`src/hw/rtl/dbgid_pkg.sv`:
```
// Shared constants and types for the double-byte glyph index decoder.
package dbgid_pkg;

  // Field widths
  localparam int unsigned ByteW   = 8;
  localparam int unsigned KindW   = 2;
  localparam int unsigned OffsetW = 19;
  localparam int unsigned RowW    = 7;
  localparam int unsigned IdxW    = 14;
  localparam int unsigned ModeW   = 2;
  localparam int unsigned AddrW   = 3;
  localparam int unsigned DataW   = 32;

  // Result kinds
  typedef enum logic [KindW-1:0] {
    KIND_NONE = 2'd0,
    KIND_HALF = 2'd1,
    KIND_FULL = 2'd2,
    KIND_BAD  = 2'd3
  } glyph_kind_t;

  // Text modes
  typedef enum logic [ModeW-1:0] {
    MODE_SINGLE = 2'd0,
    MODE_SJIS   = 2'd1,
    MODE_EUC    = 2'd2,
    MODE_UNUSED = 2'd3
  } text_mode_t;

  // Register word index
  localparam logic REG_TEXT_MODE = 1'b0;

  // Code ranges
  localparam logic [ByteW-1:0] SjisLead1Lo = 8'h81;
  localparam logic [ByteW-1:0] SjisLead1Hi = 8'h9f;
  localparam logic [ByteW-1:0] SjisLead2Lo = 8'he0;
  localparam logic [ByteW-1:0] SjisLead2Hi = 8'hfc;
  localparam logic [ByteW-1:0] SjisTrl1Lo  = 8'h40;
  localparam logic [ByteW-1:0] SjisTrl1Hi  = 8'h7e;
  localparam logic [ByteW-1:0] SjisTrl2Lo  = 8'h80;
  localparam logic [ByteW-1:0] SjisTrl2Hi  = 8'h9e;
  localparam logic [ByteW-1:0] SjisTrl3Lo  = 8'h9f;
  localparam logic [ByteW-1:0] EucLeadLo   = 8'h81;
  localparam logic [ByteW-1:0] EucLo       = 8'ha1;
  localparam logic [ByteW-1:0] EucHi       = 8'hfe;
  localparam logic [RowW-1:0]  SjisRowBase2 = 7'd62;
  localparam logic [ByteW-1:0] SjisCellAdj2 = 8'd63;
  localparam logic [IdxW-1:0]  CellsPerRow  = 14'd94;
  localparam logic [OffsetW-1:0] FullBase   = 19'd4096;

endpackage

```
`src/hw/rtl/double_byte_glyph_index_decoder.sv`:
```
// Top level: byte stream to font store glyph offset (single-byte, Shift-JIS, EUC-JP).
//
// Usage:
//  - Input channel (in_valid/in_ready/in_code_byte) takes one text byte per transfer.
//  - Result channel (out_valid/out_ready/out_glyph_kind/out_glyph_offset) gives exactly
//    one result per input byte, in order. A lead byte answers "nothing drawn"; its trail
//    byte answers the full-width glyph offset (or an invalid pair).
//  - Configuration: APB-style port, text_mode at byte address 0 (0 single-byte,
//    1 Shift-JIS, 2 EUC-JP). Change it only while the block is idle.
//  - Path: an accepted byte is registered in the input register, then decoded into the
//    output register, and is visible on the result channel from that register.
//  - Throughput: one byte per cycle while out_ready is high, set by the single decode stage
//    between the input and output registers; the held lead byte updates in the same stage.
//  - Stall: when out_ready is low the result stays put, the decode stage holds one more
//    byte, and in_ready drops once both are full. No transfer is lost or repeated.
//  - Reset (rst_n low, synchronous): both stages empty, no lead byte held, text_mode 0.
module double_byte_glyph_index_decoder (
  input  logic                            clk,
  input  logic                            rst_n,
  // input channel
  input  logic                            in_valid,
  output logic                            in_ready,
  input  logic [dbgid_pkg::ByteW-1:0]     in_code_byte,
  // result channel
  output logic                            out_valid,
  input  logic                            out_ready,
  output logic [dbgid_pkg::KindW-1:0]     out_glyph_kind,
  output logic [dbgid_pkg::OffsetW-1:0]   out_glyph_offset,
  // configuration port
  input  logic                            cfg_psel,
  input  logic                            cfg_penable,
  input  logic                            cfg_pwrite,
  input  logic [dbgid_pkg::AddrW-1:0]     cfg_paddr,
  input  logic [dbgid_pkg::DataW-1:0]     cfg_pwdata,
  output logic [dbgid_pkg::DataW-1:0]     cfg_prdata,
  output logic                            cfg_pready
);
  import dbgid_pkg::*;

  // Registers
  text_mode_t            text_mode_r;
  logic                  s1_valid_r;
  logic [ByteW-1:0]      s1_byte_r;
  logic [ByteW-1:0]      lead_r, lead_nxt;
  logic                  out_valid_r;
  glyph_kind_t           kind_r, kind_nxt;
  logic [OffsetW-1:0]    offset_r, offset_nxt;

  logic                  out_free;
  logic                  s1_go;
  logic                  reg_sel;

  // Handshake
  assign out_free = !out_valid_r || out_ready;
  assign s1_go    = s1_valid_r && out_free;
  assign in_ready = !s1_valid_r || s1_go;

  assign out_valid        = out_valid_r;
  assign out_glyph_kind   = kind_r;
  assign out_glyph_offset = offset_r;

  // Configuration port
  assign reg_sel    = (cfg_paddr[AddrW-1] == REG_TEXT_MODE);
  assign cfg_pready = 1'b1;
  assign cfg_prdata = reg_sel ? {{(DataW-ModeW){1'b0}}, text_mode_r} : '0;

  always_ff @(posedge clk) begin
    if (!rst_n) begin
      text_mode_r <= MODE_SINGLE;
    end else if (cfg_psel && cfg_penable && cfg_pwrite && reg_sel) begin
      text_mode_r <= text_mode_t'(cfg_pwdata[ModeW-1:0]);
    end
  end

  // Decode stage
  always_comb begin
    logic [ByteW-1:0]   b;
    logic               b_sjis_lead;
    logic               l_sjis_lead;
    logic [ByteW-1:0]   lead_off;
    logic [RowW-1:0]    row;
    logic [ByteW-1:0]   cell_idx;
    logic               pair_ok;
    logic [IdxW-1:0]    idx;
    logic [OffsetW-1:0] full_off;
    logic [OffsetW-1:0] half_off;

    b           = s1_byte_r;
    b_sjis_lead = (b >= SjisLead1Lo && b <= SjisLead1Hi) ||
                  (b >= SjisLead2Lo && b <= SjisLead2Hi);
    l_sjis_lead = (lead_r >= SjisLead1Lo && lead_r <= SjisLead1Hi) ||
                  (lead_r >= SjisLead2Lo && lead_r <= SjisLead2Hi);
    half_off    = {{(OffsetW-ByteW-4){1'b0}}, b, 4'b0000};
    row         = '0;
    cell_idx    = '0;
    pair_ok     = 1'b0;

    // Row and cell of a held pair
    if (text_mode_r == MODE_SJIS) begin
      if (lead_r <= SjisLead1Hi) begin
        lead_off = lead_r - SjisLead1Lo;
        row      = {lead_off[RowW-2:0], 1'b0};
      end else begin
        lead_off = lead_r - SjisLead2Lo;
        row      = {lead_off[RowW-2:0], 1'b0} + SjisRowBase2;
      end
      if (b >= SjisTrl1Lo && b <= SjisTrl1Hi) begin
        cell_idx = b - SjisTrl1Lo;
        pair_ok  = l_sjis_lead;
      end else if (b >= SjisTrl2Lo && b <= SjisTrl2Hi) begin
        cell_idx = b - SjisTrl2Lo + SjisCellAdj2;
        pair_ok  = l_sjis_lead;
      end else if (b >= SjisTrl3Lo && b <= SjisLead2Hi) begin
        cell_idx = b - SjisTrl3Lo;
        row      = row + 7'd1;
        pair_ok  = l_sjis_lead;
      end
    end else begin
      lead_off = lead_r - EucLo;
      row      = lead_off[RowW-1:0];
      cell_idx = b - EucLo;
      pair_ok  = (lead_r >= EucLo) && (lead_r <= EucHi) && (b >= EucLo) && (b <= EucHi);
    end

    idx      = IdxW'(row) * CellsPerRow + IdxW'(cell_idx);
    full_off = FullBase + {idx, 5'b00000};

    // Result selection and lead update
    lead_nxt   = lead_r;
    kind_nxt   = KIND_NONE;
    offset_nxt = '0;
    if (b != '0) begin
      case (text_mode_r)
        MODE_SINGLE: begin
          kind_nxt   = KIND_HALF;
          offset_nxt = half_off;
        end
        MODE_SJIS, MODE_EUC: begin
          if (lead_r == '0) begin
            if ((text_mode_r == MODE_SJIS && b_sjis_lead) ||
                (text_mode_r == MODE_EUC && b >= EucLeadLo && b <= EucHi)) begin
              lead_nxt = b;
            end else begin
              kind_nxt   = KIND_HALF;
              offset_nxt = half_off;
            end
          end else begin
            lead_nxt = '0;
            if (pair_ok) begin
              kind_nxt   = KIND_FULL;
              offset_nxt = full_off;
            end else begin
              kind_nxt = KIND_BAD;
            end
          end
        end
        default: begin
          kind_nxt = KIND_NONE;
        end
      endcase
    end
  end

  // Input register and held lead
  always_ff @(posedge clk) begin
    if (!rst_n) begin
      s1_valid_r <= 1'b0;
      lead_r     <= '0;
    end else begin
      if (in_valid && in_ready) begin
        s1_valid_r <= 1'b1;
      end else if (s1_go) begin
        s1_valid_r <= 1'b0;
      end
      if (s1_go) begin
        lead_r <= lead_nxt;
      end
    end
  end

  always_ff @(posedge clk) begin
    if (in_valid && in_ready) begin
      s1_byte_r <= in_code_byte;
    end
  end

  // Output register
  always_ff @(posedge clk) begin
    if (!rst_n) begin
      out_valid_r <= 1'b0;
    end else if (s1_go) begin
      out_valid_r <= 1'b1;
    end else if (out_ready) begin
      out_valid_r <= 1'b0;
    end
  end

  always_ff @(posedge clk) begin
    if (s1_go) begin
      kind_r   <= kind_nxt;
      offset_r <= offset_nxt;
    end
  end

endmodule
```
`config.mk`:
```
export PLATFORM = sky130hd
export DESIGN_NAME = double_byte_glyph_index_decoder
export DESIGN_NICKNAME = d
export VERILOG_FILES = /design/src/hw/rtl/dbgid_pkg.sv /design/src/hw/rtl/double_byte_glyph_index_decoder.sv
export SDC_FILE = /design/constraint.sdc
export NUM_CORES = 1
export LEC_CHECK = 0
export BUFFER_PORTS_ARGS = -buffer_cell sky130_fd_sc_hd__buf_2
export CELL_PAD_IN_SITES_DETAIL_PLACEMENT = 2
export CELL_PAD_IN_SITES_GLOBAL_PLACEMENT = 2
export CORE_ASPECT_RATIO = 0.7
export CORE_UTILIZATION = 35
export CTS_BUF_LIST = sky130_fd_sc_hd__clkbuf_8
export CTS_CLUSTER_DIAMETER = 150
export DETAILED_ROUTE_END_ITERATION = 8
export PLACE_DENSITY_LB_ADDON = 0.2
export RECOVER_POWER = 25
export SETUP_SLACK_MARGIN = 0.05
export SYNTH_ARGS = -nofsm -noshare
export SYNTH_HDL_FRONTEND = slang
export SYNTH_SLANG_ARGS = --single-unit
```
`constraint.sdc`:
```
create_clock -name clk -period 16.7 [get_ports clk]
set_input_delay 1.67 -clock clk [delete_from_list [all_inputs] [get_ports clk]]
set_output_delay 1.67 -clock clk [all_outputs]
set_load 0.005 [all_outputs]
```
==> results of run 1 <==
-- state kept, by name, indices dropped and copies added (netlist names) --
| register | flops |
|---|---|
| out_valid | 1 |
| s1_valid_r | 1 |
| s1_byte_r | 8 |
| lead_r | 8 |
| out_glyph_offset | 15 |
| text_mode_r | 2 |
| out_glyph_kind | 2 |
-- report_power, final --
group          leakage, nW  switching [mW]  internal [mW]
sequential           0.334         0.00542          0.101
clock               0.0377          0.0338         0.0281
combinational         1.67          0.0798         0.0526
total                 2.05           0.119          0.182
-- cell usage after synthesis, types with 3 or more instances --
library cell,count
nand2b_1,4
nand3_1,20
nor2_1,32
a21oi_1,27
dfxtp_1,12
mux2i_1,3
buf_6,5
fa_1,15
ha_1,50
o21a_1,8
a21boi_0,7
o21ai_1,8
and3_1,7
nor3_1,11
or3_1,9
buf_4,35
a21o_1,5
xor2_1,7
nor2b_1,9
nand4_1,3
xnor2_1,17
nand3b_1,4
a31oi_1,5
and2_1,4
edfxtp_1,25
nor4_1,6
clkbuf_1,14
nor3b_1,3
nand2_1,43
o21ai_0,19
o211ai_1,7
inv_1,54
o22ai_1,3
-- area by class of cell --
cell class / count / area [um2] / area share, %
clock buffer: 5 / 68.8 / 1.45
clock inverter: 2 / 11.3 / 0.238
multi-input combinational: 418 / 3050 / 64.4
inverter: 54 / 203 / 4.28
tap: 162 / 203 / 4.28
sequential: 37 / 991 / 20.9
timing repair buffer: 41 / 208 / 4.38
-- final timing paths --
check	end	slack, ns
min reg2reg	out_valid	0.53
min	out_valid	0.53
max reg2reg	out_glyph_offset[18]	9.51
max	out_glyph_offset[18]	9.51
-- worst max-delay path, delay by kind of cell (launching register included) --
kind	cells	cell delay, ns
AND/OR/NAND/NOR	8	1.93
XOR/XNOR	1	0.20
AO/OA/AOI/OAI	7	1.41
buffers and inverters	3	0.46
flip-flops	1	0.62
adder cells (fa/ha/maj)	7	2.44
-- cells by family (layout without fill, tap and decap cells) --
logic type / count (synthesis) / in the layout / share of synthesized area, %
simple gates: 172 / 172 / 20.3
compound gates: 117 / 117 / 17.9
buf+inv: 112 / 102 / 13.1
fa+ha+maj: 65 / 65 / 20.5
flops: 37 / 37 / 22.0
xor+xnor: 26 / 26 / 5.38
mux: 3 / 3 / 0.666
other cells: 2 / 35 / 0.166
-- metrics by stage --
step / total power [mW] / cells / hold slack (ns) / util (%)
floorplan: 0.215 / 567 / 0.477 / -
global placement: 0.233 / 712 / 0.498 / 37.3
detailed placement: 0.242 / 712 / 0.514 / 37.3
CTS: 0.306 / 719 / 0.531 / 37.9
global route: 0.327 / 719 / 0.555 / 37.9
finish: 0.301 / 719 / 0.528 / 37.9
-- layer usage --
layer  track usage (%)  up-vias  share of wire [%]
met5                 0        -                  0
met4              3.51        0               0.37
met3              2.31        2                3.5
met2              34.2       75                 46
met1              29.7     1902                 50
li1                  -     1831                  -
==> run metrics, run 1 <==
status finished clean; fraction of layout cells with a size suffix above 1 around 11%; Avg Inst Size Synth 8.45 um2; startpoint types flip-flop; Slew @ Worst Pin about 1.1 ns; DP HPWL between 10 and 15 mm; startpoint of the lowest-slack hold path s1_valid_r; P&R area growth vs syn 4.99%; final period utilization a little over two fifths; Skew-Pair Late Insertion Delay ~0.29 ns; CP endpoint kind flip-flop; area leader, netlist edfxtp_1; Max Cap Violations 0; Hold Path Stages 1; worst-case reg-to-reg path depth 26; Cell Area, Synth roughly 4500 um2; WL final between 10 and 15 mm; Final Max Slew Viols 0; initial antenna violation count 0; TritonCTS buffer count 5; hold buffers post-CTS 0; Final setup viols 0; Synth Flop Type edfxtp_1; drt pass-1 iters 4; drt initial violations approximately 180; initial core utilization between 30% and 40%; most frequent cells in the layout 54 x inv_1, 50 x ha_1, 43 x nand2_1, 37 x buf_2, 35 x conb_1; crit path max fanout 11; commonest non-fill, non-tap cell in the layout inv_1; synthesis warning total 0; Final Hold Fails 0; top cells by area, synth edfxtp_1 17%, ha_1 14%, fa_1 6.7%; DRC 0; global-route wire length before repair between 20 and 25 mm; ANT nets after route 0; IO Count between 100 and 150; Via-to-Cell Ratio approximately 5.3; CP startpoint s1_byte_r[6]; post-detailed-placement cell area around 4700 um2; Hold WC Path Type flip-flop to flip-flop; CTS sink cnt 37; Reg clk slew, reported paths ~0.08 ns; Core ar. between 10000 and 15000 um2; die span in y 97.0 um; post-CTS resize count 0; antenna diode instance count 0; Synth Register Bits 37; minimum clock period about 7.2 ns; crit-path max cell delay just over 0.6 ns; RSZ-0062 raised after global routing false; Post-synth EDFFs 25; CTS tree yes; arrival time at the worst endpoint 7.33 ns; Port Buf Inserts 38; vias between 3000 and 4000; power per cell area 63.6 nW/um2; FF-to-FF Start s1_byte_r[6]; design area approximately 4700 um2; Setup CP Type flip-flop to flip-flop; die area around 13000 um2; Critical Path RT ~17 ns; CTS root buffer clkbuf_8; CTS Buffer Depth 2; vias in the first global route ~4100; VDD IR max 0.0274 mV; CTS HTree Levels 2; Leak between 2 and 2.5 nW; Slew headroom ~30%; GRT Overall Usage between 20% and 30%; pin count of the biggest net entering global routing 41; Avg WL per Cell around 18 um; layout net count 672; post-synthesis instance total ~530; sequential element share of the synthesized area 22.0%; Final Skew around 0.0055 ns; pre-CTS setup slack 9.55 ns; grt total ovfl 0; top cell type's share of synthesized area between 15 and 20%; Async S/R FF share, synth 0%; Fillers 1481; Die W between 100 and 150 um; f_max 0.139 GHz; row count 34; Distinct cells, synth 76; Setup Fix Bufs, Post-CTS 0; RePlAce Congestion roughly 0.8; Fin Setup TNS 0 ns; most frequent CP cell ha_1; setup ws final between 9 and 10 ns; Crit-path slowest cell edfxtp_1
(Power assumes the default switching activity.)
==> run 2: changes to the inputs <==
--- a/config.mk
+++ b/config.mk
@@ -5,11 +5,12 @@
 export SDC_FILE = /design/constraint.sdc
 export NUM_CORES = 1
 export LEC_CHECK = 0
+export ABC_AREA = 1
 export BUFFER_PORTS_ARGS = -buffer_cell sky130_fd_sc_hd__buf_2
 export CELL_PAD_IN_SITES_DETAIL_PLACEMENT = 2
 export CELL_PAD_IN_SITES_GLOBAL_PLACEMENT = 2
 export CORE_ASPECT_RATIO = 0.7
-export CORE_UTILIZATION = 35
+export CORE_UTILIZATION = 28
 export CTS_BUF_LIST = sky130_fd_sc_hd__clkbuf_8
 export CTS_CLUSTER_DIAMETER = 150
 export DETAILED_ROUTE_END_ITERATION = 8
==> constraint.sdc (replaced) <==
create_clock -name clk -period 6.4 [get_ports clk]
set_input_delay 0.64 -clock clk [delete_from_list [all_inputs] [get_ports clk]]
set_output_delay 0.64 -clock clk [all_outputs]
set_load 0.005 [all_outputs]
==> run 2 against run 1 <==
Effect of this change: power rose to 4.4 times the previous value; clock power rose to 2.9 times the previous value; critical path depth up 7; die area up 27%; register-to-register slack worse by 9.0 ns; combinational power rose to 6.7 times the previous value; maximum frequency up 22%; sequential power rose to 2.6 times the previous value; cell count up 27%.
==> run metrics, run 2 <==
total power 1.34 mW (was 301 uW); crit path max fanout 5 (was 11); Slew @ Worst Pin 0.654 ns (was 1.05 ns); vias 4261 (was 3810); commonest non-fill, non-tap cell in the layout nand2_1 (was inv_1); Leak 2.55 nW (was 2.05 nW); synthesis warning total 0 (unchanged); switching pwr 699 uW (was 119 uW); RePlAce Congestion 0.870 (was 0.799); WL final 15.0 mm (was 12.8 mm); fraction of layout cells with a size suffix above 1 15.0% (was 11.3%); most frequent cells in the layout 139 x nand2_1, 109 x inv_1, 50 x ha_1, 45 x nand3_1, 44 x nor2_1 (was 54 x inv_1, 50 x ha_1, 43 x nand2_1, 37 x buf_2, 35 x conb_1); hold_ws 0.495 ns (was 0.528 ns); minimum clock period 5.89 ns (was 7.19 ns); Placed Cells 900 (was 712); Core ar. 15700 um2 (was 12500 um2); DP HPWL 12.8 mm (was 10.6 mm); setup ws final 0.515 ns (was 9.51 ns); GRT met1 Usage 27.2% (was 29.7%); crit-path max cell delay 0.53 ns (was 0.62 ns); IO Count 106 (unchanged); multiplexer share of the synthesized area 0% (was 0.666%); Crit-path slowest cell fa_1 (was edfxtp_1); fin cells 912 (was 719); initial core utilization 29.1% (was 36.1%); Final setup viols 0 (unchanged); share of synthesized cell area in full adder, half adder and majority cells 20.2% (was 20.5%); CTS sink cnt 37 (unchanged); Post-synth EDFFs 25 (unchanged); startpoint types flip-flop (unchanged); P&R area growth vs syn 11.0% (was 4.99%); max FFs per register 15 (unchanged); die area 16900 um2 (was 13400 um2); Fin Setup TNS 0 ns (unchanged); top cells by area, synth edfxtp_1 16%, ha_1 14%, nand2_1 11% (was edfxtp_1 17%, ha_1 14%, fa_1 6.7%); Via-to-Cell Ratio 4.67 (was 5.30); Hold WC Path Type input port to flip-flop (was flip-flop to flip-flop); met2 Track Usage GR 29.2% (was 34.2%); Synth Flop Type edfxtp_1 (unchanged); drt initial violations 164 (was 177); Logic pwr share 66.1% (was 44.0%); sequential fraction of design power 20.4% (was 35.5%); CTS tree yes (unchanged); Final Skew 0.0124 ns (was 0.00551 ns); Port Buf Inserts 38 (unchanged); global-route wire length before repair 24.1 mm (was 21.9 mm); RSZ-0062 raised after global routing false (unchanged); layout net count 806 (was 672); Die W 155 um (was 138 um); Avg WL per Cell 16.5 um (was 17.8 um); die span in y 109 um (was 97.0 um); Clk network pwr share 13.5% (was 20.5%); sequential element share of the synthesized area 21.6% (was 22.0%); Async S/R FF share, synth 0% (unchanged); Cell Area, Synth 4580 um2 (was 4510 um2); Skew-Pair Late Insertion Delay 0.31 ns (was 0.29 ns); worst-case reg-to-reg path depth 33 (was 26); top cell type's share of synthesized area 16.4% (was 16.6%); pin count of the biggest net entering global routing 18 (was 41); TritonCTS buffer count 5 (unchanged); met3 Track Usage GR 2.82% (was 2.31%); ANT nets after route 0 (unchanged); Simple-Gate Fraction of Synth Area 28.4% (was 20.3%); Distinct cells, synth 47 (was 76); Reg clk slew, reported paths 0.09 ns (was 0.08 ns); antenna diode instance count 0 (unchanged); CTS Buffer Depth 2 (unchanged); critical path's top delay family adder cells (unchanged); Hold Path Stages 1 (unchanged); area leader, netlist edfxtp_1 (unchanged); stages on the worst setup path 33 (was 26); Setup CP Type flip-flop to flip-flop (unchanged); final period utilization 92.0% (was 43.0%); DRC 0 (unchanged); vias in the first global route 4515 (was 4117); CP endpoint kind flip-flop (unchanged); global routing's busiest layer met2 (unchanged); Max Cap Violations 0 (unchanged); initial antenna violation count 0 (unchanged); CTS root buffer clkbuf_8 (unchanged); post-synthesis xor/xnor area fraction 2.67% (was 5.38%); main combinational cell family by area after synthesis simple AND/OR/NAND/NOR gates (was adder cells); Synth Register Bits 37 (unchanged); arrival time at the worst endpoint 5.96 ns (was 7.33 ns); commonest cells in the synthesized netlist 139 x nand2_1, 111 x inv_1, 50 x ha_1, 45 x nand3_1, 44 x nor2_1 (was 54 x inv_1, 50 x ha_1, 43 x nand2_1, 35 x buf_4, 32 x nor2_1); grt total ovfl 0 (unchanged); VDD IR max 0.109 mV (was 0.0274 mV); Fillers 1905 (was 1481); Synth Area in Compound Gates 10.8% (was 17.9%); P_int 639 uW (was 182 uW); Buf/Inv on CP 7 (was 3); Avg Inst Size Synth 7.19 um2 (was 8.45 um2); f_max 0.170 GHz (was 0.139 GHz); Critical Path RT 6.47 ns (was 16.84 ns); post-synthesis instance total 638 (was 534); Final Max Slew Viols 0 (unchanged); row count 38 (was 34); GRT Overall Usage 18.6% (was 20.9%); Sw Share 52.2% (was 39.5%); status finished clean (unchanged); most frequent cell after synthesis nand2_1 (was inv_1); power per cell area 263 nW/um2 (was 63.6 nW/um2); drt pass-1 iters 4 (unchanged); pre-CTS setup slack 0.321 ns (was 9.55 ns); Final Hold Fails 0 (unchanged); CTS HTree Levels 2 (unchanged); Slew headroom 56.3% (was 29.9%)
## run 2: cell count changes in the layout (fill, tap and decap cells not counted), moves of 12 or more
| cell | change |
|---|---|
| buf_4 | +13 |
| inv_1 | +55 |
| nand2_1 | +96 |
| nand3_1 | +25 |
| nor2_1 | +12 |
| xnor2_1 | -13 |
## run 2: area by class of cell
type	instances	area, um2	area share (%)
Clock inverter	3	21.3	0.418
Sequential cell	37	991	19.5
Multi-Input combinational cell	474	2980	58.6
Clock buffer	5	68.8	1.35
Timing Repair Buffer	53	302	5.93
Inverter	120	450	8.85
Tap cell	220	275	5.41
## run 2: kinds of logic after synthesis
logic type / Yosys count
other: 2
DFF: 37
xor gates and xnor gates: 14
buffers and inverters: 160
AOI/OAI and AO/OA: 83
adders and majority gates: 65
and+or+nand+nor: 277
## run 2: stage by stage
step / area [um2] / utilization (%)
floorplan: 4710 / -
global placement: 4960 / 31.5
detailed placement: 4960 / 31.5
CTS: 5050 / 32.1
global route: 5090 / 32.3
finish: 5090 / 32.3
## run 2: power by group through the flow
| stage | Combinational [mW] | Sequential [mW] | Clock, mW |
|---|---|---|---|
| 5_1_grt | 1.02 | 0.274 | 0.194 |
| 2_1_floorplan | 0.676 | 0.277 | 0 |
| 4_1_cts | 0.897 | 0.273 | 0.186 |
| 3_5_place_dp | 0.887 | 0.279 | 0 |
| 6_report | 0.884 | 0.273 | 0.181 |
| 3_3_place_gp | 0.850 | 0.279 | 0 |
## run 2: routing by layer
| metal | wire length (um) | vias up |
|---|---|---|
| li1 | - | 2102 |
| met1 | 7990 | 2079 |
| met2 | 6400 | 75 |
| met3 | 560 | 5 |
| met4 | 54 | 0 |
| met5 | 0 | - |
## run 2: worst paths after layout
kind	startpoint	end	slack [ns]
worst max register to register	s1_byte_r[7]	out_glyph_offset[18]	0.51
worst min-delay path	in_code_byte[4]	s1_byte_r[4]	0.50
worst min register to register	lead_r[1]	lead_r[1]	0.50
worst max-delay path	s1_byte_r[7]	out_glyph_offset[18]	0.51
## run 2: worst register-to-register path, delay by kind of cell, from the launching register on
family	cells	cell delay [ns]
compound gates	6	0.96
xor+xnor	2	0.39
fa+ha+maj	7	2.21
buf+inv	7	0.55
flops	1	0.52
simple gates	11	0.99
## run 2: what timing repair did
action / CTS / global route
hold buffers: 0 / 0
endpoints found under the hold margin: 0 / 0
setup buffers: 0 / 4
resized for setup: 0 / 6
endpoints found under the setup margin: 0 / 4
